File: src/design/car_pkg.sv
package car_pkg;

  localparam int COMB_DEPTH    = 4096;
  localparam int ALLPASS_DEPTH = 512;
  localparam int NUM_COMB      = 3;

  localparam int CA_W = $clog2(COMB_DEPTH);
  localparam int AA_W = $clog2(ALLPASS_DEPTH);
  localparam int CL_W = CA_W + 1;
  localparam int AL_W = AA_W + 1;

  localparam int CLR_DEPTH = (COMB_DEPTH > ALLPASS_DEPTH) ? COMB_DEPTH : ALLPASS_DEPTH;
  localparam int CLR_W     = $clog2(CLR_DEPTH);

  localparam int CLEN_W  = 13;
  localparam int ALEN_W  = 10;
  localparam int PADDR_W = 5;

  localparam int QUEUE_DEPTH = 4;
  localparam int Q_AW        = $clog2(QUEUE_DEPTH);
  localparam int OUT_DEPTH   = 8;
  localparam int O_AW        = $clog2(OUT_DEPTH);

  localparam logic [1:0] COMB_SHIFT [NUM_COMB] = '{2'd2, 2'd3, 2'd3};
  localparam logic [1:0] AP_SHIFT = 2'd2;

  localparam logic [1:0]        RST_DEPTH_SHIFT  = 2'd1;
  localparam logic [CLEN_W-1:0] RST_COMB1_LENGTH = 13'd1124;
  localparam logic [CLEN_W-1:0] RST_COMB2_LENGTH = 13'd595;
  localparam logic [CLEN_W-1:0] RST_COMB3_LENGTH = 13'd948;
  localparam logic [ALEN_W-1:0] RST_AP_LENGTH    = 10'd154;

  typedef enum logic [2:0] {
    REG_STEREO_MODE    = 3'd0,
    REG_DEPTH_SHIFT    = 3'd1,
    REG_COMB1_LENGTH   = 3'd2,
    REG_COMB2_LENGTH   = 3'd3,
    REG_COMB3_LENGTH   = 3'd4,
    REG_ALLPASS_LENGTH = 3'd5
  } reg_idx_t;

  typedef struct packed {
    logic                             stereo_mode;
    logic [1:0]                       depth_shift;
    logic [NUM_COMB-1:0][CLEN_W-1:0] comb_len;
    logic [ALEN_W-1:0]                allpass_len;
  } cfg_t;

  typedef struct packed {
    logic [31:0] x;
    logic [31:0] left;
    logic [31:0] right;
    logic        last;
  } item_t;

  typedef struct packed {
    logic [31:0] left;
    logic [31:0] right;
    logic        last;
  } result_t;

  function automatic logic [31:0] asr32(input logic [31:0] v, input logic [1:0] s);
    return $signed(v) >>> s;
  endfunction

  function automatic logic [CL_W-1:0] comb_eff_len(input logic [CLEN_W-1:0] len);
    if (len < CLEN_W'(2)) return CL_W'(2);
    if (int'(len) > COMB_DEPTH) return CL_W'(COMB_DEPTH);
    return CL_W'(len);
  endfunction

  function automatic logic [AL_W-1:0] ap_eff_len(input logic [ALEN_W-1:0] len);
    if (len < ALEN_W'(2)) return AL_W'(2);
    if (int'(len) > ALLPASS_DEPTH) return AL_W'(ALLPASS_DEPTH);
    return AL_W'(len);
  endfunction

  function automatic logic [CA_W-1:0] comb_next(input logic [CA_W-1:0] pos,
                                                input logic [CL_W-1:0] len);
    logic [CL_W-1:0] n;
    n = {1'b0, pos} + CL_W'(1);
    return (n >= len) ? '0 : n[CA_W-1:0];
  endfunction

  function automatic logic [CA_W-1:0] comb_wr(input logic [CA_W-1:0] pos,
                                              input logic [CL_W-1:0] len);
    logic [CL_W-1:0] lm1;
    lm1 = len - CL_W'(1);
    return ({1'b0, pos} >= len) ? lm1[CA_W-1:0] : pos;
  endfunction

  function automatic logic [AA_W-1:0] ap_next(input logic [AA_W-1:0] pos,
                                              input logic [AL_W-1:0] len);
    logic [AL_W-1:0] n;
    n = {1'b0, pos} + AL_W'(1);
    return (n >= len) ? '0 : n[AA_W-1:0];
  endfunction

  function automatic logic [AA_W-1:0] ap_wr(input logic [AA_W-1:0] pos,
                                            input logic [AL_W-1:0] len);
    logic [AL_W-1:0] lm1;
    lm1 = len - AL_W'(1);
    return ({1'b0, pos} >= len) ? lm1[AA_W-1:0] : pos;
  endfunction

endpackage

File: src/design/car_front.sv
module car_front (
  input  logic            clk,
  input  logic            rst_n,
  input  logic            stereo_mode,
  input  logic            clr_busy,
  input  logic            in_valid,
  output logic            in_ready,
  input  logic [31:0]     in_left_in,
  input  logic [31:0]     in_right_in,
  input  logic            in_frame_last,
  output logic            push_valid,
  input  logic            push_ready,
  output car_pkg::item_t  push_item
);

  logic           fv_r;
  logic           fv_nxt;
  car_pkg::item_t item_r;
  car_pkg::item_t item_nxt;
  logic           take;

  assign in_ready   = !clr_busy && (!fv_r || push_ready);
  assign take       = in_valid && in_ready;
  assign push_valid = fv_r;
  assign push_item  = item_r;

  always_comb begin
    item_nxt.left  = in_left_in;
    item_nxt.right = in_right_in;
    item_nxt.last  = in_frame_last;
    item_nxt.x     = stereo_mode ? car_pkg::asr32(in_left_in + in_right_in, 2'd1)
                                 : in_left_in;
    fv_nxt = take || (fv_r && !push_ready);
  end

  always_ff @(posedge clk) begin
    if (!rst_n) begin
      fv_r <= 1'b0;
    end else begin
      fv_r <= fv_nxt;
    end
  end

  always_ff @(posedge clk) begin
    if (take) begin
      item_r <= item_nxt;
    end
  end

endmodule

File: config.mk
export PLATFORM = sky130hd
export DESIGN_NAME = car_front
export DESIGN_NICKNAME = d
export VERILOG_FILES = /design/src/design/car_pkg.sv /design/src/design/car_front.sv
export SDC_FILE = /design/constraint.sdc
export NUM_CORES = 1
export LEC_CHECK = 0
export BUFFER_PORTS_ARGS = -buffer_cell sky130_fd_sc_hd__buf_2
export CORE_MARGIN = 5
export CORE_UTILIZATION = 25
export CTS_BUF_LIST = sky130_fd_sc_hd__clkbuf_4
export DETAILED_ROUTE_END_ITERATION = 7
export PLACE_DENSITY = 0.56
export SLEW_MARGIN = 5
export SYNTH_ARGS = -nofsm -noshare
export SYNTH_HDL_FRONTEND = slang
export SYNTH_SLANG_ARGS = --single-unit
export TNS_END_PERCENT = 5
File: constraint.sdc
create_clock -name clk -period 4.1 [get_ports clk]
set_clock_uncertainty 0.15 [all_clocks]
set_input_delay 0.41 -clock clk [delete_from_list [all_inputs] [get_ports clk]]
set_output_delay 0.41 -clock clk [all_outputs]
set_load 0.01 [all_outputs]
## Yosys cells after proc, flatten, opt, wreduce, memory -nomap -nowiden

Index checks and enable logic that the tools add are counted.

- Bits in registers: 98
- Input bits: 71
- Output and inout port bits: 99
- Logic and storage cells: 15

- Add/sub/neg operators: 1
- Muxes and demuxes: 1
- Reductions and logical operators: 8

Operators by type and width:

| kind | number |
|---|---|
| $add 32x32->32 | 1 |
| $mux 32 | 1 |
| $logic_and 1x1->1 | 3 |
| $logic_not 1->1 | 3 |
| $logic_or 1x1->1 | 2 |

## Longest topological paths before layout

Gate-level depths: netlist of the first run.

- Word-level depth: 5
- Gate-level depth with buffers: 10
- Gate-level depth less buffers: 10

## Worst setup path after synthesis of the first run

No wires, ideal clock.

- Kind: reg-to-reg
- From: register fv_r, in the netlist push_valid
- To: register item_r (netlist bit push_item[0]), enable pin
- Library setup time: 0.467 ns
- Arrival: 2.973 ns
- Required time: 3.483 ns
- Path slack: 0.509 ns
- Cell stages (with the launch flop): 4
- Buffers on the path: 0
- Period minus slack after synthesis: 3.591 ns
- Path through: dfxtp_1 nor2b_1 nor2_1 and2_1

- Longest elaborated chain between the ends: 4

RTL lines:

| what | RTL line | text |
|---|---|---|
| start, declared | car_front.sv:16 | `logic fv_r;` |
| start signal, assigned | car_front.sv:40 | `fv_r <= fv_nxt;` |
| $logic_not 1->1 | car_front.sv:22 | `assign in_ready = !clr_busy && (!fv_r \|\| push_ready);` |
| $logic_or 1x1->1 | car_front.sv:22 |  |
| $logic_and 1x1->1 | car_front.sv:22 |  |
| net in_ready | car_front.sv:7 | `output logic in_ready,` |
| $logic_and 1x1->1 | car_front.sv:23 | `assign take = in_valid && in_ready;` |
| net take | car_front.sv:20 | `logic take;` |
| end signal, assigned | car_front.sv:46 | `item_r <= item_nxt;` |
| end, declared | car_front.sv:18 | `car_pkg::item_t item_r;` |

The timed path passes the listed nets, and every way through them passes these cells.
A chain may end at the register's enable or synchronous reset.

==> results.md, run 1 <==
Status:
- The run finished with clean final reports.

STA:
- Setup repair after global routing left no endpoint under its margin.
- The number of pins with negative max-slew slack in the final report came to 0.
- The portion of the clock cycle consumed by the worst path in the final layout is 83.24%.
- The actual transition at the worst max-transition pin is 793.8 ps.
- The clock period minus worst slack is 3413 ps.
- The number of setup violations in the final report is 0.
- For the final routed database, the setup TNS stands at 0 ps.
- The maximum achievable frequency is 293.0 MHz.
- Measured against its own limit, the worst slew margin works out to 47.08%.
- The number of hold violations in the final report is 0.

Setup path:
- STA classifies the critical path startpoint as an input port.
- The critical path in this run is classified as input port to register.
- The kind of end point of the critical path is a register.
- The internal reg-to-reg setup slack is 1910 ps.
- At the worst endpoint, the arrival time is 3490 ps.
- STA puts the critical path data required time at 4180 ps.
- The logic depth of the worst register-to-register path is 4.
- The maximum fanout encountered on the critical timing path is 4.

Synth:
- The post-synth net total is 485.
- Summing the areas of all and, or, nand and nor instances in the mapped netlist gives 8.117% of the synthesized area.
- In this run, distinct cell masters in the synthesized netlist total 49.
- By area the synthesized netlist is led by edfxtp_1 (58%), ha_1 (7.5%), mux2_2 (5.6%), a21oi_1 (2.9%), xnor2_1 (2.8%).
- Ranked by instance count, the synthesized netlist is headed by edfxtp_1 (97), ha_1 (30), a21oi_1 (29).
- A synthesized cell averages 13.08 um2.
- The portion of synthesized area spent on multiplexers is 5.619%.
- The commonest register cell after synthesis is edfxtp_1.
- Counting flops with a built-in enable in the synthesized netlist gives 97.
- The sequential fraction of the synthesis area is 58.54%.
- The post-synthesis cell area is 5010 um2.
- The flop and latch count out of synthesis is 98.
- The adder-cell area share of the yosys netlist is 7.892%.
- The cell type with the highest aggregate area in the netlist is edfxtp_1.
- Summing the areas of all compound-gate instances in the mapped netlist gives 13.59% of the synthesized area.
- The portion of synthesized cell area occupied by the leading cell type is 58.14%.
- The number of warnings reported in the yosys synthesis log is 0.
- The number of instances in the synthesized netlist is 383.
- After synthesis, the largest family of logic cells by area is compound AO/OA/AOI/OAI gates.
- In the synthesized netlist the async set-or-reset flop fraction comes to 0%.
- The xor and xnor fraction of the mapped netlist area is 4.895%.
- edfxtp_1 is the most common cell in the netlist.

Detailed routing:
- The remaining antenna violation count is 0.
- The first TritonRoute pass finished after 4 iterations.
- In the routed layout, each cell is associated on average with a via count of 4.477.
- The total wire length after detailed routing is 14.57 mm.
- Dividing the detail-routed wire length by the instance count gives 16.27 um.
- For this block, the initial DRC count from the detailed router was 206.
- For this run, design rule violations remaining after detail routing come to 0.
- The routed layout has 4007 vias.

CTS:
- In this run the deepest clock path goes through 2 buffers.
- The total clock sinks is 98.
- The H-tree depth is 3.
- The clock root buffer master is clkbuf_4.
- The number of buffers created by CTS is 9.
- The TritonCTS clock tree is done.
- After clock tree synthesis, the clock-pin slew on the worst setup and hold paths is 160 ps.
- At the later pin of the worst-skew pair, clock insertion delay measures 460 ps.
- The count of cells resized by post-cts repair is 0.

Die:
- 170 I/O pins were placed.
- The row count is 51.
- The vertical die dimension is 151.6 um.
- The initial standard-cell utilization of the core is 25.57%.
- The die area is 22970 um2.
- The die width is 151.6 um.
- The core region area is 19590 um2.

Final layout:
- The utilization after layout is 35.75%.
- The area growth from synthesis to layout is 39.79%.
- The share of post-route cells with drive strength above 1 is 34.77%.
- At the end of the flow, the number of nets in the layout was 724.
- The final design area excluding fillers is 7003 um2.

Place:
- Routability-driven placement finished with a final weighted congestion of 0.8094.
- After detailed placement, the total cell area comes to 6175 um2.
- The placed wire-length estimate is 10.84 mm.
- The count of input and output buffers is 169.

Global route:
- The initial antenna violation count is 0.
- The global-route total usage across every layer is 12.62%.
- After global routing the overflow that remains totals 0.
- The number of global-route vias before repair is 4273.
- The largest net degree at the start of global routing is 57.
- The first global-routing pass estimated 22.27 mm of wire.

Pwr:
- IR analysis of the VDD net gives a maximum drop of 0.0001382 V.
- The total power of the final layout is 2314 uW.
- The power density over cell area is 330.4 nW/um2.
- The leakage power total is 0.002860 uW.

Hold path:
- The worst hold path was traced through 3 stages.
- The worst min-delay path class is input port to register.

Job:
- Across the run, the number of max-cap violations was 0.
## critical path: stages
cell	delay, ps
dlygate4sd3_1	520
buf_2	140
and2_1	160
fa_1	440
a211oi_2	330
o21ai_2	120
a41oi_2	360
o31a_1	290
o311a_4	220
o31ai_2	80
xor2_1	150
mux2_2	260
## logic make-up (layout without fill, tap and decap cells)
kind of cell             after synthesis  count (layout)
other                                  0               3
AO/OA/AOI/OAI                         99              99
multiplexers                          25              25
buffers and inverters                 18             262
flip-flops                            98              98
adder cells (fa/ha/maj)               31              31
XOR/XNOR                              28              28
AND/OR/NAND/NOR                       84              84
## through the flow
stage	std cells	hold WS, ps	setup WS [ps]
after floorplan	383	358.9	509.1
after global placement	810	442.8	739.0
after detailed placement	810	442.7	746.6
after CTS	892	26.35	762.5
after global routing	892	46.14	649.4
final	895	104.5	687.1
## state kept, by name, indices dropped and copies added (netlist names)
name / count
push_valid: 1
push_item: 97
## what timing repair did
action,CTS,global route
hold buffers,66,0
buffers inserted,0,0
hold endpoints to repair,66,0
## cells in the final DEF (no fill, tap or decap), drive strengths merged, types with 3 or more instances in the layout
cell | netlist | final
o21bai | 6 | 6
inv | 8 | 9
nand4 | 3 | 3
a31oi | 3 | 3
nor2 | 18 | 18
xor2 | 12 | 12
nor3 | 4 | 4
diode | 0 | 3
nand3b | 4 | 4
o21ai | 18 | 18
a21o | 16 | 16
nand3 | 10 | 10
nor2b | 5 | 5
clkinv | 0 | 3
xnor2 | 16 | 16
dlygate4sd3 | 0 | 66
and2 | 4 | 4
nor3b | 3 | 3
edfxtp | 97 | 97
and3 | 4 | 4
clkbuf | 10 | 9
buf | 0 | 172
ha | 30 | 30
a211oi | 3 | 3
mux2 | 25 | 25
nand2 | 26 | 26
a21oi | 29 | 29
## per-layer routing
| layer | GRT usage (%) | vias up | part of all wire [%] |
|---|---|---|---|
| li1 | - | 1957 | - |
| met1 | 14.68 | 1890 | 41 |
| met2 | 22.20 | 140 | 50 |
| met3 | 3.093 | 20 | 6.9 |
| met4 | 5.211 | 0 | 2.0 |
| met5 | 0 | - | 0 |
## worst paths after layout
kind,start,endpoint
worst min-delay path,push_ready,push_valid$_SDFF_PN0_
worst max-delay path,in_left_in[0],push_item[92]$_DFFE_PP_
worst min register to register,push_valid$_SDFF_PN0_,push_valid$_SDFF_PN0_
worst max register to register,push_valid$_SDFF_PN0_,push_item[91]$_DFFE_PP_
## power breakdown
group          switching (uW)  leakage [uW]  internal (uW)
Combinational             286       0.00186            252
Sequential               12.8      0.000916           1170
Clock                     346     0.0000816            247
## final cells by class
cell class,count,area (um2)
diodes,3,7.507
clock buffers,9,67.56
clock inverters,7,92.59
fillers,1957,12590
inverters,8,30.03
multi-input cells,267,2012
flip-flops and latches,98,2933
well taps,265,331.6
repair buffers,238,1529
(Power assumes the default switching activity.)
==> run 2: changes to the inputs <==
- PLACE_DENSITY: 0.56 -> 0.57
- clock period: 4.1 -> 2.75 ns (I/O delays scaled with it)
==> run 2 against run 1 <==
  * Global-route usage decreased by 0.079 points
  * Die area unchanged
  * Worst hold slack improved by 43 ps
  * Combinational power increased by 68%
  * Clock power increased by 28%
  * Flip-flop and latch count unchanged
  * Clock-buffer cell count unchanged
  * Highest routed layer unchanged
==> results.md, run 2 (synthesized netlist as in run 1, its figures left out) <==
Global route:
- The largest net degree at the start of global routing is 37 (-35%).
- The number of global-route vias before repair was 4243 (-0.70%).
- The final global-route overflow total is 0 (unchanged).
- The initial antenna violation count is 0 (unchanged).
- The global-route wire length before repair is 22.18 mm (-0.40%).
- The global-route total usage across every layer is 12.55% (-0.079 points).

Die:
- The row count is 51 (unchanged).
- The die width came to 151.6 um (unchanged).
- The die area is 22970 um2 (unchanged).
- The top-level I/O count is 170 (unchanged).
- The initial standard-cell utilization of the core is 25.57% (unchanged).
- The vertical die dimension is 151.6 um (unchanged).
- The core region area came to 19590 um2 (unchanged).

Detailed routing:
- The average wire per standard cell is 15.91 um (-2.2%).
- The via density per instance came to 4.459 (-0.41%).
- The number of DRC markers after the initial detailed-route iteration was 206 (unchanged).
- The iteration count of the initial detailed-routing pass is 4 (unchanged).
- The detailed-route via count is 4151 (+3.6%).
- The total wire length after detailed routing came to 14.81 mm (+1.7%).
- The DRC violation count after routing is 0 (unchanged).
- The remaining antenna violation count is 0 (unchanged).

STA:
- The number of pins with negative max-slew slack in the final report is 0 (unchanged).
- Setup repair after global routing left no endpoint under its margin.
- Dividing the final minimum period by the clock period gives 97.27%.
- The actual transition at the worst max-transition pin came to 511.4 ps (-282.4 ps).
- The number of hold violations in the final report was 0 (unchanged).
- The number of setup violations in the final report came to 0 (unchanged).
- The tightest slew margin relative to the limit is 65.91% (+19 points).
- The clock period minus worst slack is 2675 ps.
- Based on the critical path, the design can be clocked at up to 373.9 MHz.
- The setup total negative slack is 0 ps (unchanged).

Job:
- The max-cap check violation count was 0 (unchanged).

Setup path:
- The maximum fanout encountered on the critical timing path is 4 (unchanged).
- The critical path is of the input port to register type.
- The arrival time of the worst setup path was 2790 ps (-700 ps).
- The critical path data required time is 2870 ps (-1310 ps).
- STA classifies the critical path endpoint as a register.
- STA classifies the critical path startpoint as an input port.

Final layout:
- The flip-flop count of the largest register after layout is 97 (unchanged).
- The library cells used most frequently in the layout, excluding fill and tap cells, are buf_2 (169), edfxtp_1 (97), dlygate4sd3_1 (67), buf_4 (38), a21oi_1 (28).
- The net count of the finished layout is 762 (+5.2%).
- The share of post-route cells with drive strength above 1 is 40.30% (+5.5 points).
- The count of fill cells added during filler insertion is 1921 (-1.8%).
- The final design area excluding fillers is 7372 um2 (+5.3%).
- Compared with the post-synthesis result, the final layout area differs by 47.15%.
- The non-filler instance count after layout was 931 (+4.0%).
- The commonest non-fill, non-tap cell in the layout is buf_2.

Status:
- The flow ran to the end, and the final reports show no timing, DRC or antenna violations.

CTS:
- The largest buffer count on any clock path is 2 (unchanged).
- The clock insertion delay at the later pin of the skew report is 470 ps (about the same).
- The number of buffers created by CTS is 9 (unchanged).
- The clock transition time at the flip-flop clock pins of the worst setup and hold paths is 170 ps (about the same).
- The H-tree depth was 3 (unchanged).
- The clock root buffer master is clkbuf_4.
- The total clock sinks came to 98 (unchanged).
- The count of buffers added by post-CTS timing repair for setup is 0 (unchanged).
- The TritonCTS clock tree is done.

Place:
- The area after detailed placement is 6477 um2 (+4.9%).
- The placed wire-length estimate is 10.96 mm (+1.1%).
- The number of placed instances, taps included is 847 (+4.6%).
- The count of input and output buffers is 169 (unchanged).
- The final weighted congestion in routability-driven placement came to 0.8450 (+4.4%).

Hold path:
- The min-delay analysis places its worst path in the category input port to register.

Pwr:
- The leakage power total was 0.003051 uW (+6.6%).
- The highest ir drop seen on vdd is 0.0002169 V (+57%).
- The power density over cell area is 464.9 nW/um2 (+41%).
[run 2: per-stage QoR]
step           hold slack (ps)  setup WS, ps  total power (uW)  util, %
2_1_floorplan            223.9        -12.83              2266        -
3_3_place_gp             310.9        -332.5              2595    33.07
3_5_place_dp             312.3        -351.2              2606    33.07
4_1_cts                  108.3         20.56              3457    37.15
5_1_grt                  152.9         11.10              3621    37.62
6_report                 147.4         75.20              3427    37.63
[run 2: worst max-delay path, stage by stage]
cell and delay [ps]:
dlygate4sd3_1 520, buf_2 130, ha_1 320, buf_4 160
nand2_1 110, nor3_1 90, o41ai_2 370, o21ai_0 160
nand2_1 110, nand3b_1 100, xor2_1 170, mux2_2 270
[run 2: power by group]
| group | total, uW | leakage (uW) | internal, uW | switching [uW] |
|---|---|---|---|---|
| sequential | 1760 | 0.000916 | 1750 | 18.9 |
| clock | 758 | 0.0000703 | 203 | 555 |
| combinational | 905 | 0.00206 | 451 | 454 |
[run 2: path summary, 6_finish.rpt]
kind                            slack (ps)                      end  cells after the start                   from
worst max-delay path                    80  push_item[91]$_DFFE_PP_                     12        in_right_in[18]
worst min-delay path                   150  push_item[65]$_DFFE_PP_                      3         in_right_in[1]
worst max register to register         530    push_valid$_SDFF_PN0_                      6  push_valid$_SDFF_PN0_
worst min register to register         950  push_item[78]$_DFFE_PP_                      3  push_valid$_SDFF_PN0_
[run 2: layout make-up]
class,count,area [um2],share of cell area (%)
antenna,1,2.502,0.03394
clock buffer,9,67.56,0.9165
clock inverter,7,61.31,0.8316
inverter,8,30.03,0.4073
multi-input combinational,267,2105,28.55
sequential,98,2933,39.78
tap,265,331.6,4.498
timing repair buffer,276,1842,24.98
[run 2: layer usage]
layer	routed length (um)	share of wire, %	track usage, %	up-vias
li1	-	-	-	2028
met1	6298	43	15.45	1972
met2	7229	49	21.54	135
met3	1040	7.0	2.855	16
met4	242	1.6	4.537	0
met5	0	0	0	-
[run 2: timing repair]
item | CTS | global route
setup endpoints to repair | 0 | 14
hold endpoints to repair | 92 | 0
hold buffers | 67 | 0
gates resized for setup | 0 | 14
