**src/design/car_pkg.sv**
```systemverilog
package car_pkg;

  localparam int COMB_DEPTH    = 4096;
  localparam int ALLPASS_DEPTH = 512;
  localparam int NUM_COMB      = 3;

  localparam int CA_W = $clog2(COMB_DEPTH);
  localparam int AA_W = $clog2(ALLPASS_DEPTH);
  localparam int CL_W = CA_W + 1;
  localparam int AL_W = AA_W + 1;

  localparam int CLR_DEPTH = (COMB_DEPTH > ALLPASS_DEPTH) ? COMB_DEPTH : ALLPASS_DEPTH;
  localparam int CLR_W     = $clog2(CLR_DEPTH);

  localparam int CLEN_W  = 13;
  localparam int ALEN_W  = 10;
  localparam int PADDR_W = 5;

  localparam int QUEUE_DEPTH = 4;
  localparam int Q_AW        = $clog2(QUEUE_DEPTH);
  localparam int OUT_DEPTH   = 8;
  localparam int O_AW        = $clog2(OUT_DEPTH);

  localparam logic [1:0] COMB_SHIFT [NUM_COMB] = '{2'd2, 2'd3, 2'd3};
  localparam logic [1:0] AP_SHIFT = 2'd2;

  localparam logic [1:0]        RST_DEPTH_SHIFT  = 2'd1;
  localparam logic [CLEN_W-1:0] RST_COMB1_LENGTH = 13'd1124;
  localparam logic [CLEN_W-1:0] RST_COMB2_LENGTH = 13'd595;
  localparam logic [CLEN_W-1:0] RST_COMB3_LENGTH = 13'd948;
  localparam logic [ALEN_W-1:0] RST_AP_LENGTH    = 10'd154;

  typedef enum logic [2:0] {
    REG_STEREO_MODE    = 3'd0,
    REG_DEPTH_SHIFT    = 3'd1,
    REG_COMB1_LENGTH   = 3'd2,
    REG_COMB2_LENGTH   = 3'd3,
    REG_COMB3_LENGTH   = 3'd4,
    REG_ALLPASS_LENGTH = 3'd5
  } reg_idx_t;

  typedef struct packed {
    logic                             stereo_mode;
    logic [1:0]                       depth_shift;
    logic [NUM_COMB-1:0][CLEN_W-1:0] comb_len;
    logic [ALEN_W-1:0]                allpass_len;
  } cfg_t;

  typedef struct packed {
    logic [31:0] x;
    logic [31:0] left;
    logic [31:0] right;
    logic        last;
  } item_t;

  typedef struct packed {
    logic [31:0] left;
    logic [31:0] right;
    logic        last;
  } result_t;

  function automatic logic [31:0] asr32(input logic [31:0] v, input logic [1:0] s);
    return $signed(v) >>> s;
  endfunction

  function automatic logic [CL_W-1:0] comb_eff_len(input logic [CLEN_W-1:0] len);
    if (len < CLEN_W'(2)) return CL_W'(2);
    if (int'(len) > COMB_DEPTH) return CL_W'(COMB_DEPTH);
    return CL_W'(len);
  endfunction

  function automatic logic [AL_W-1:0] ap_eff_len(input logic [ALEN_W-1:0] len);
    if (len < ALEN_W'(2)) return AL_W'(2);
    if (int'(len) > ALLPASS_DEPTH) return AL_W'(ALLPASS_DEPTH);
    return AL_W'(len);
  endfunction

  function automatic logic [CA_W-1:0] comb_next(input logic [CA_W-1:0] pos,
                                                input logic [CL_W-1:0] len);
    logic [CL_W-1:0] n;
    n = {1'b0, pos} + CL_W'(1);
    return (n >= len) ? '0 : n[CA_W-1:0];
  endfunction

  function automatic logic [CA_W-1:0] comb_wr(input logic [CA_W-1:0] pos,
                                              input logic [CL_W-1:0] len);
    logic [CL_W-1:0] lm1;
    lm1 = len - CL_W'(1);
    return ({1'b0, pos} >= len) ? lm1[CA_W-1:0] : pos;
  endfunction

  function automatic logic [AA_W-1:0] ap_next(input logic [AA_W-1:0] pos,
                                              input logic [AL_W-1:0] len);
    logic [AL_W-1:0] n;
    n = {1'b0, pos} + AL_W'(1);
    return (n >= len) ? '0 : n[AA_W-1:0];
  endfunction

  function automatic logic [AA_W-1:0] ap_wr(input logic [AA_W-1:0] pos,
                                            input logic [AL_W-1:0] len);
    logic [AL_W-1:0] lm1;
    lm1 = len - AL_W'(1);
    return ({1'b0, pos} >= len) ? lm1[AA_W-1:0] : pos;
  endfunction

endpackage

```
**src/design/car_queue.sv**
```systemverilog
module car_queue (
  input  logic            clk,
  input  logic            rst_n,
  input  logic            push_valid,
  output logic            push_ready,
  input  car_pkg::item_t  push_item,
  output logic            pop_valid,
  input  logic            pop,
  output car_pkg::item_t  head_item
);

  car_pkg::item_t               slot_r [car_pkg::QUEUE_DEPTH];
  logic [car_pkg::Q_AW-1:0]     wp_r;
  logic [car_pkg::Q_AW-1:0]     rp_r;
  logic [car_pkg::Q_AW:0]       cnt_r;
  logic                         do_push;

  assign push_ready = cnt_r < (car_pkg::Q_AW + 1)'(car_pkg::QUEUE_DEPTH);
  assign pop_valid  = cnt_r != '0;
  assign head_item  = slot_r[rp_r];
  assign do_push    = push_valid && push_ready;

  always_ff @(posedge clk) begin
    if (!rst_n) begin
      wp_r  <= '0;
      rp_r  <= '0;
      cnt_r <= '0;
    end else begin
      if (do_push) wp_r <= wp_r + 1'b1;
      if (pop)     rp_r <= rp_r + 1'b1;
      if (do_push && !pop)      cnt_r <= cnt_r + 1'b1;
      else if (!do_push && pop) cnt_r <= cnt_r - 1'b1;
    end
  end

  always_ff @(posedge clk) begin
    if (do_push) begin
      slot_r[wp_r] <= push_item;
    end
  end

endmodule

```
**config.mk**
```make
export PLATFORM = sky130hd
export DESIGN_NAME = car_queue
export DESIGN_NICKNAME = d
export VERILOG_FILES = /design/src/design/car_pkg.sv /design/src/design/car_queue.sv
export SDC_FILE = /design/constraint.sdc
export NUM_CORES = 1
export LEC_CHECK = 0
export ABC_CLOCK_PERIOD_IN_PS = 7700
export BUFFER_PORTS_ARGS = -buffer_cell sky130_fd_sc_hd__clkbuf_2
export CORE_MARGIN = 5
export CORE_UTILIZATION = 45
export DETAILED_ROUTE_END_ITERATION = 6
export SLEW_MARGIN = 15
export SYNTH_ARGS = -nofsm -noshare
export SYNTH_HDL_FRONTEND = slang
export SYNTH_SLANG_ARGS = --single-unit
```
**constraint.sdc**
```tcl
create_clock -name clk -period 7.7 [get_ports clk]
set_input_delay 0.385 -clock clk [delete_from_list [all_inputs] [get_ports clk]]
set_output_delay 0.385 -clock clk [all_outputs]
set_load 0.1 [all_outputs]
```
After elaboration in Yosys (flattened, before gate mapping). Memory sizes are Yosys's and may differ from the RTL's. A register that Yosys moved wholly into a read port is not among the register bits. Index checks and enable logic that the tools add are counted.

Multiply operators: 0. Reductions and logical operators: 7. Muxes and demuxes: 6. Add/sub/neg operators: 4. Equal/unequal tests: 0. Divide/modulo/power cells: 0. Shift operators: 0. Bitwise logic cells: 0. $lt $le $gt $ge: 1.

Operators with widths (count): 3-bit two-way mux (2); 2-bit by 1-bit adder with 2-bit output (second input constant) (2); 2-bit two-way mux (2); 3-bit by 1-bit adder with 3-bit output (second input constant) (1); 1-bit logical AND (3); 3-bit < comparator (second input constant) (1); 3-bit nonzero test (1); 3-bit by 1-bit subtractor with 3-bit output (second input constant) (1); 1-bit logical NOT (2); 1-bit two-way mux (2); 2-bit nonzero test (1).

Memory bits (read-only): 0. Output and inout bits: 99. Memory bits (writable): 388. Memories kept: 1. Latch bits: 0. Logic and storage cells: 22. Register bits: 7.

Memory list: slot_r (depth 4, width 97, rd ports 1, clocked after Yosys merged registers in 1, write ports 1, line car_queue.sv:12) `car_pkg::item_t slot_r [car_pkg::QUEUE_DEPTH];`.

Longest topological paths before layout. Gate-level depths: netlist (run 1).

Depth in word-level cells: 6. Gate-level depth with buffers: 8. Depth with buffers taken out: 7.

Worst setup path after synthesis (run 1). Ideal clock, no wire load.

Path kind: input to register. Start: input port push_valid. End: memory slot_r[0][0] (netlist bit), enable pin. Data arrival time: 3012 ps. Stages on the path: 3. Setup slack: 4222 ps. Path buffers: 1. Cells stage by stage: nor2b_1 > clkbuf_1 > and2_1.

Cells in the longest elaborated chain, start to end: 3.

Ends and longest elaborated chain: start: declaration (line car_queue.sv:4) `input logic push_valid,`; 1-bit logical AND (line car_queue.sv:21) `assign do_push = push_valid && push_ready;`; named net do_push (line car_queue.sv:16) `logic do_push;`; 1-bit two-way mux (line car_queue.sv:37) `if (do_push) begin`; 1-bit two-way mux (implied by the code) (line car_queue.sv:38) `slot_r[wp_r] <= push_item;`; end: declaration (line car_queue.sv:12).

The timed path passes the listed nets, and every way through them passes these cells.

==> qor.yml, run 1 <==
outcome:
  outcome: "finished, final reports clean"
cts:
  cts_hold_buf: 0
  clockBufferDepth: 3
  cts_buffers: 41
  h-tree-depth: 2
  clock_latency_ps: 520
  cts-root-buf: "clkbuf_16"
  clkTransAtPathRegs_ps: 60
  cts_resized: 0
  cts_num_sinks: 397
  post_cts_buffers: 0
  cts_tree: "done"
global_route:
  grt_pass1_vias: 7148
  use_met1_pct: 20.3
  grt_max_degree: 63
  grtUsageMet3_pct: 4.41
  antenna_found_initial: 0
  grt-ovfl-total: 0
  grt.total_usage_pct: 15.1
  top_usage_layer: "met2"
  use_met2_pct: 24.7
  grt_pass1_wl_mm: 42.0
power:
  p_leak_uw: 0.00576
  power_per_cell_area_nw_per_um2: 357
  peakVddDrop_uv: 259
hold_path:
  hp-class: "input port to flop"
  holdPathStages: 1
floorplan:
  num_io_pins: 200
  start_util_pct: 45.6
  floorplan.rows: 65
  die_w_um: 189
  die_area_sq_um: 35800
  core_area_sq_um: 31600
  die_h_um: 189
timing:
  slew_headroom_pct: 36.9
  setup_tns_ps: 0
  tightest_slew_ps: 946
  rsz0062_at_grt: "no"
  max_freq_mhz: 273
  hold_violations: 0
  fin_skew_ps: 11.2
  timing.final.crit_share_pct: 47.6
  period_minus_slack_ps: 3660
  finalSetupViolCount: 0
  holdWs_ps: 78.4
  drv_slew: 0
cells_and_area:
  finalNonFillerCells: 1209
  fin_util_pct: 54.0
  layout_common_cells: "edfxtp_1 (388), clkbuf_2 (199), mux4_2 (97)"
  layout_commonest_cell: "edfxtp_1"
  nNetsFinal: 884
  syn2layout_area_growth_pct: 18.3
  drive_gt1_share_pct: 44.9
route:
  via_per_inst: 5.33
  wl_mm: 27.1
  drt_first_iter_violations: 276
  dr.pass1.iters: 4
  detail-route-antenna-nets: 0
  vias: 6445
  wl_per_cell_um: 22.4
  drc: 0
synth:
  synthDistinctLibCells: 19
  synth-async-reset-ratio_pct: 0
  synth_top_area_share_pct: 80.7
  syn_avg_cell_area_sq_um: 26.2
  yosys.area.top_type: "edfxtp_1"
  synth_flop_cell: "edfxtp_1"
  synth-edff-count: 388
  yosysSeqAreaShare_pct: 81.9
  synth_area_leaders: "edfxtp_1 (81%), mux4_2 (15%), dfxtp_1 (1.2%)"
  ys_warn_count: 0
  syn_nets: 659
  syn-cell-area_sq_um: 14400
  synth_cells: 552
  synth-seq-cells: 397
worst_setup_path:
  reg2regPathDepth: 3
  end_kind: "output pin"
  cp.buffers_inverters: 2
  cpMaxStageDelayCell: "dfxtp_4"
  path_cells: "buf_6, mux4_2, clkbuf_2"
  critPathLaunchType: "flop"
  cp.required_ps: 7320
  cp_max_fo: 54
  max_stage_delay_ps: 960
  crit_family: "buffers and inverters"
  path_depth: 3
  path_class: "flop to output pin"
  arrival_ps: 3280
place:
  dp_cells: 1136
  hpwlAfterDp_mm: 16.0
  gp_congestion: 0.695
  port_buffers: 199
flow_run:
  drv_cap: 0
-- registers in the layout, indices dropped and copies added, names as in the netlist, named ones only --
signal and flops:
cnt_r 3, rp_r 2, slot_r 388, wp_r 2
-- layout make-up --
cell class | count | area (sq um)
inverter | 5 | 18.8
multi-input combinational | 127 | 2440
tap | 402 | 503
timing repair buffer | 205 | 1040
sequential | 397 | 11800
fill | 2432 | 14600
clock buffer | 49 | 1100
antenna | 1 | 2.50
clock inverter | 23 | 129
-- cell families after synthesis --
kind of cell | share of synthesized area, %
compound gates | 0.0866
xor+xnor | 0.303
fa+ha+maj | 0.572
buf+inv | 1.19
flops | 81.9
mux | 15.3
simple gates | 0.633
-- path summary, 6_finish.rpt --
kind | startpoint | endpoint | slack [ps]
max | flop | head_item[44] | 4040
min | push_item[30] | slot_r[0][30] | 80
max reg2reg | cnt_r[2] | slot_r[0][26] | 4900
min reg2reg | cnt_r[2] | cnt_r[2] | 540
-- cells in the mapped netlist (3+ instances only) --
cell / number
edfxtp_1: 388
nor2b_1: 3
mux4_2: 97
inv_1: 5
buf_8: 4
ha_1: 5
xnor2_1: 3
clkbuf_1: 7
buf_2: 11
and2_1: 9
dfxtp_1: 9
-- per-stage QoR --
stage / instance area (sq um) / worst slack (ps) / total power (uW)
after floorplan: 14400 / 4220 / 4100
after global placement: 15800 / 4160 / 4350
after detailed placement: 15800 / 4140 / 4380
after CTS: 17100 / 3580 / 6180
after global routing: 17100 / 3740 / 6330
final: 17100 / 4040 / 6100
-- worst register-to-register path, cell delays in order (launching register included) --
cell	delay, ps
dfxtp_1	340
nor2b_1	490
and2_4	810
buf_4	760
-- power breakdown --
part | internal, uW | switching, uW | leakage [uW] | total, uW
Combinational | 296 | 1290 | 0.00153 | 1590
Clock | 1040 | 749 | 0.000610 | 1790
Sequential | 2640 | 74.2 | 0.00363 | 2720
Total | 3980 | 2110 | 0.00576 | 6100
-- metal layers --
metal  vias up  routed length [um]  share of wire, %
met5         -                   0                 0
li1       2829                   -                 -
met1      3387               11600                43
met3        42                1820               6.7
met4         0                 622               2.3
met2       187               13100                48
(Power assumes the default switching activity.)
==> run 2, diff against run 1 <==
--- a/config.mk
+++ b/config.mk
@@ -5,7 +5,7 @@
 export SDC_FILE = /design/constraint.sdc
 export NUM_CORES = 1
 export LEC_CHECK = 0
-export ABC_CLOCK_PERIOD_IN_PS = 7700
+export ABC_CLOCK_PERIOD_IN_PS = 3550
 export BUFFER_PORTS_ARGS = -buffer_cell sky130_fd_sc_hd__clkbuf_2
 export CORE_MARGIN = 5
 export CORE_UTILIZATION = 45
==> constraint.sdc (replaced) <==
create_clock -name clk -period 3.55 [get_ports clk]
set_input_delay 0.1775 -clock clk [delete_from_list [all_inputs] [get_ports clk]]
set_output_delay 0.1775 -clock clk [all_outputs]
set_load 0.1 [all_outputs]
==> run 2 against run 1 <==
Against the previous run:
- non-clock buffer count up 107
- critical path depth unchanged
- sequential share of layout area down 4.5 points
- first-iteration DRC count up 8.3%
- worst hold slack worse by 48 ps
- via count up 6.0%
- die area unchanged
- core utilization up 3.7 points
- flip-flop and latch count unchanged
- power up 120%
- clock-buffer cell count up 3
- critical endpoint is now head_item[55]
- highest routed layer is now met5
==> qor.yml, run 2 (same netlist as run 1, synthesis figures left out) <==
floorplan:
  core_area_sq_um: 31600
  floorplan.rows: 65
  num_io_pins: 200
  start_util_pct: 45.6
  die_area_sq_um: 35800
  die_w_um: 189
  die_h_um: 189
route:
  wl_per_cell_um: 21.0
  drc: 0
  vias: 6830
  via_per_inst: 5.17
  drt_first_iter_violations: 299
  dr.pass1.iters: 4
  detail-route-antenna-nets: 0
  wl_mm: 27.7
cells_and_area:
  layout_commonest_cell: "edfxtp_1"
  syn2layout_area_growth_pct: 26.5
  layout_common_cells: "edfxtp_1 (388), clkbuf_2 (199), dlygate4sd3_1 (98)"
  drive_gt1_share_pct: 41.2
  n_fill_cell: 2332
  reg_top3: "slot_r x388, cnt_r x3"
  final_area_sq_um: 18300
  nNetsFinal: 992
  largest-register: "slot_r"
  largest_reg_flops: 388
timing:
  fin_skew_ps: 12.1
  timing.final.crit_share_pct: 79.2
  period_minus_slack_ps: 2810
  finalSetupViolCount: 0
  setup_tns_ps: 0
  hold_violations: 0
  drv_slew: 0
  slew_headroom_pct: 55.0
  max_freq_mhz: 356
  rsz0062_at_grt: "no"
  tightest_slew_ps: 675
cts:
  h-tree-depth: 2
  cts_tree: "done"
  cts-root-buf: "clkbuf_16"
  cts_buffers: 42
  cts_num_sinks: 397
  cts_resized: 0
  clock_latency_ps: 520
  cts_hold_buf: 98
  clkTransAtPathRegs_ps: 60
  post_cts_buffers: 0
  clockBufferDepth: 3
place:
  place_area_sq_um: 16000
  port_buffers: 199
  gp_congestion: 0.691
  hpwlAfterDp_mm: 16.8
global_route:
  grt.total_usage_pct: 15.5
  grt_pass1_wl_mm: 42.9
  grt-ovfl-total: 0
  grt_pass1_vias: 7564
  grt_max_degree: 67
  antenna_found_initial: 3
worst_setup_path:
  critPathLaunchType: "flop"
  cp_max_fo: 39
  cp.required_ps: 3370
  end_kind: "output pin"
  arrival_ps: 2630
  path_class: "flop to output pin"
power:
  power_per_cell_area_nw_per_um2: 743
  seqPwrFrac_pct: 43.3
  pwr-share-comb_pct: 26.4
  peakVddDrop_uv: 523
  p_sw_uw: 4680
  p_leak_uw: 0.00627
  p_clk_share_pct: 30.3
  sw_frac_of_total_pct: 34.5
  p_int_uw: 8890
flow_run:
  drv_cap: 0
hold_path:
  hp-class: "input port to flop"
outcome:
  outcome: "finished, final reports clean"
-- run 2: changes by cell type in the layout (fill, tap and decap cells not counted), sizes merged --
cell	delta
buf	+9
bufinv	+2
clkbuf	+3
clkinv	-2
dlygate4sd3	+98
inv	+2
-- run 2: path summary, 6_finish.rpt --
kind	start	to	slack (ps)	depth (start not counted)
setup / recovery	flop	head_item[55]	740	3
hold / removal	pop	flop	30	3
setup reg to reg	cnt_r[2]	cnt_r[2]	1220	7
hold reg to reg	wp_r[1]	wp_r[1]	560	2
-- run 2: critical path, cell delays in order (launching register included) --
cell      delay [ps]
dfxtp_4          700
buf_12           370
mux4_2           590
clkbuf_2         400
-- run 2: cell type report --
type,instances,area (sq um),share of cell area (%)
inverters,5,18.8,0.103
flip-flops and latches,397,11800,64.8
multi-input cells,127,2440,13.4
repair buffers,312,2140,11.7
clock buffers,52,1090,5.96
diodes,1,2.50,0.0137
well taps,402,503,2.75
clock inverters,25,223,1.22
-- run 2: layer usage --
metal	global-route usage [%]	share of wire, %	vias up
met3	4.33	6.7	54
met1	20.3	41	3512
li1	-	-	3045
met2	26.0	50	215
met5	0	0.090	-
met4	3.92	2.1	4
-- run 2: metrics by stage --
| stage | util, % | power (uW) | worst slack, ps | hold WS (ps) | cells |
|---|---|---|---|---|---|
| 6_report | 57.7 | 13600 | 739 | 30.3 | 1321 |
| 5_1_grt | 57.7 | 14100 | 520 | 15.2 | 1321 |
| 4_1_cts | 57.7 | 13800 | 637 | 6.46 | 1320 |
| 3_5_place_dp | 50.5 | 9520 | 1220 | 398 | 1145 |
| 3_3_place_gp | 50.5 | 9450 | 1220 | 388 | 1145 |
| 2_1_floorplan | - | 8880 | 152 | 276 | 552 |
-- run 2: power by group through the flow --
stage          Combinational [uW]  Clock [uW]  Sequential (uW)
2_1_floorplan                2930           0             5950
4_1_cts                      3640        4230             5880
6_report                     3580        4110             5870
3_3_place_gp                 3510           0             5940
3_5_place_dp                 3550           0             5970
5_1_grt                      3740        4430             5910
==> run 3, diff against run 2 <==
--- a/config.mk
+++ b/config.mk
@@ -5,11 +5,12 @@
 export SDC_FILE = /design/constraint.sdc
 export NUM_CORES = 1
 export LEC_CHECK = 0
-export ABC_CLOCK_PERIOD_IN_PS = 3550
+export ABC_CLOCK_PERIOD_IN_PS = 2300
 export BUFFER_PORTS_ARGS = -buffer_cell sky130_fd_sc_hd__clkbuf_2
 export CORE_MARGIN = 5
 export CORE_UTILIZATION = 45
 export DETAILED_ROUTE_END_ITERATION = 6
+export PLACE_DENSITY = 0.67
 export SLEW_MARGIN = 15
 export SYNTH_ARGS = -nofsm -noshare
 export SYNTH_HDL_FRONTEND = slang
==> constraint.sdc (replaced) <==
create_clock -name clk -period 2.3 [get_ports clk]
set_input_delay 0.115 -clock clk [delete_from_list [all_inputs] [get_ports clk]]
set_output_delay 0.115 -clock clk [all_outputs]
set_load 0.1 [all_outputs]
==> run 3 against run 2 <==
Against the previous run:
- die area stayed put
- sequential power rose by 54%
- worst hold slack better by 180 ps
- clock skew fell by 1.1 ps
- critical path depth unchanged
- clock power is 48% higher
- combinational power rose by 68%
- first-iteration DRC count up 28%
- register-to-register slack worse by 770 ps
- global-route usage shrank 0.52 points
==> qor.yml, run 3 (same netlist as run 1, synthesis figures left out) <==
outcome:
  outcome: "finished, final reports clean"
route:
  dr.pass1.iters: 4
  detail-route-antenna-nets: 0
  wl_per_cell_um: 20.6
  via_per_inst: 5.14
  drc: 0
  vias: 6754
  drt_first_iter_violations: 383
  wl_mm: 27.0
global_route:
  grt.total_usage_pct: 15.0
  grt_pass1_vias: 7416
  grtUsageMet3_pct: 3.82
  grt_pass1_wl_mm: 42.0
  grt-ovfl-total: 0
  antenna_found_initial: 1
  top_usage_layer: "met2"
  use_met1_pct: 19.9
  grt_max_degree: 72
  use_met2_pct: 25.3
hold_path:
  hp-class: "input port to flop"
timing:
  finalSetupViolCount: 0
  hold_violations: 0
  timing.final.crit_share_pct: 97.0
  period_minus_slack_ps: 2230
  max_freq_mhz: 448
  tightest_slew_ps: 563
  drv_slew: 0
  fin_skew_ps: 11.0
  rsz0062_at_grt: "yes"
  slew_headroom_pct: 62.6
  setup_ws_ps: 69.2
cells_and_area:
  nNetsFinal: 991
  reg_top3: "slot_r x388, cnt_r x3"
  regArea_sq_um: 11800
  fin_util_pct: 59.1
  n_fill_cell: 2212
  layout_commonest_cell: "edfxtp_1"
  multi_input_area_sq_um: 2440
  drive_gt1_share_pct: 39.8
  finalNonFillerCells: 1314
  layout_common_cells: "edfxtp_1 (388), clkbuf_2 (102), dlygate4sd3_1 (99)"
  largest_reg_flops: 388
  largest-register: "slot_r"
  syn2layout_area_growth_pct: 29.6
worst_setup_path:
  end_kind: "output pin"
  cp_max_fo: 38
  rrSetupSlack_ps: 450
  worstReg2RegStart: "cnt_r[2]"
  endpoint: "head_item[80]"
  path_class: "flop to output pin"
  critPathLaunchType: "flop"
  path_cells: "buf_16, mux4_2, clkbuf_4"
  rr_endpoint: "cnt_r[2]"
  arrival_ps: 2120
  reg2regPathDepth: 7
  cpMaxStageDelayCell: "mux4_2"
  cp.required_ps: 2180
  max_stage_delay_ps: 600
place:
  hpwlAfterDp_mm: 16.4
  dp_cells: 1144
  port_buffers: 199
  dp_worst_setup_slack_ps: 442
  gp_congestion: 0.704
power:
  power_per_cell_area_nw_per_um2: 1130
  peakVddDrop_uv: 837
  p_leak_uw: 0.00636
flow_run:
  drv_cap: 0
cts:
  h-tree-depth: 2
  clockBufferDepth: 3
  cts-root-buf: "clkbuf_16"
  cts_num_sinks: 397
  clkTransAtPathRegs_ps: 50
  cts_tree: "done"
  cts_buffers: 41
  clock_latency_ps: 510
floorplan:
  num_io_pins: 200
  start_util_pct: 45.6
  die_w_um: 189
  floorplan.rows: 65
  core_area_sq_um: 31600
  die_area_sq_um: 35800
  die_h_um: 189
==> run 3: changes by cell type in the layout (fill, tap and decap cells not counted), sizes merged <==
cell,previous run,this run
bufinv,3,2
clkinvlp,0,1
inv,8,6
clkinv,19,7
clkbuf,251,196
buf,15,76
dlygate4sd3,98,99
==> run 3: worst min path at each step <==
| stage | start | endpoint | depth (start not counted) | slack [ps] |
|---|---|---|---|---|
| 2_1_floorplan | push_item[0] | slot_r[0][0] | 0 | 210 |
| 3_5_place_dp | push_item[26] | slot_r[0][26] | 1 | 340 |
| 4_1_cts | push_valid | wp_r[1] | 5 | 190 |
| 5_1_grt | push_valid | wp_r[1] | 5 | 240 |
| 6_report | push_valid | wp_r[1] | 5 | 210 |
| 3_3_place_gp | push_item[32] | slot_r[2][32] | 1 | 330 |
==> run 3: power breakdown <==
group	leakage [uW]	switching, uW	internal [uW]	total, uW
registers	0.00363	188	8840	9030
logic	0.00214	4440	1590	6030
clock network	0.000593	2430	3630	6070
==> run 3: per-layer routing <==
layer / wire length [um] / vias up
met3: 1790 / 33
met1: 11100 / 3472
met2: 13700 / 218
li1: - / 3031
met4: 437 / 0
met5: 0 / -
==> run 3: area by class of cell <==
class / count / share of cell area, %
multi-input cells: 127 / 13.1
flip-flops and latches: 397 / 63.3
well taps: 402 / 2.69
repair buffers: 312 / 14.2
inverters: 5 / 0.100
clock buffers: 59 / 6.07
diodes: 1 / 0.0134
clock inverters: 11 / 0.548
==> run 3: repair_timing <==
action,CTS,global route
setup buffers,0,0
gates resized for setup,47,33
hold buffers,99,0
endpoints found under the setup margin,46,52
endpoints found under the hold margin,397,0
==> run 3: critical path: cells and delay by family (launching register included) <==
| kind | cells | cell delay (ps) |
|---|---|---|
| mux | 1 | 600 |
| buf+inv | 2 | 590 |
| flops | 1 | 390 |
==> run 3: stage by stage <==
step	area (sq um)	TNS, ps	hold slack [ps]	power (uW)
floorplan	14400	-11750	214	13700
global placement	16300	0	325	14900
detailed placement	16300	0	338	15000
CTS	18700	0	189	21300
global route	18700	-152	237	21900
finish	18700	0	210	21100
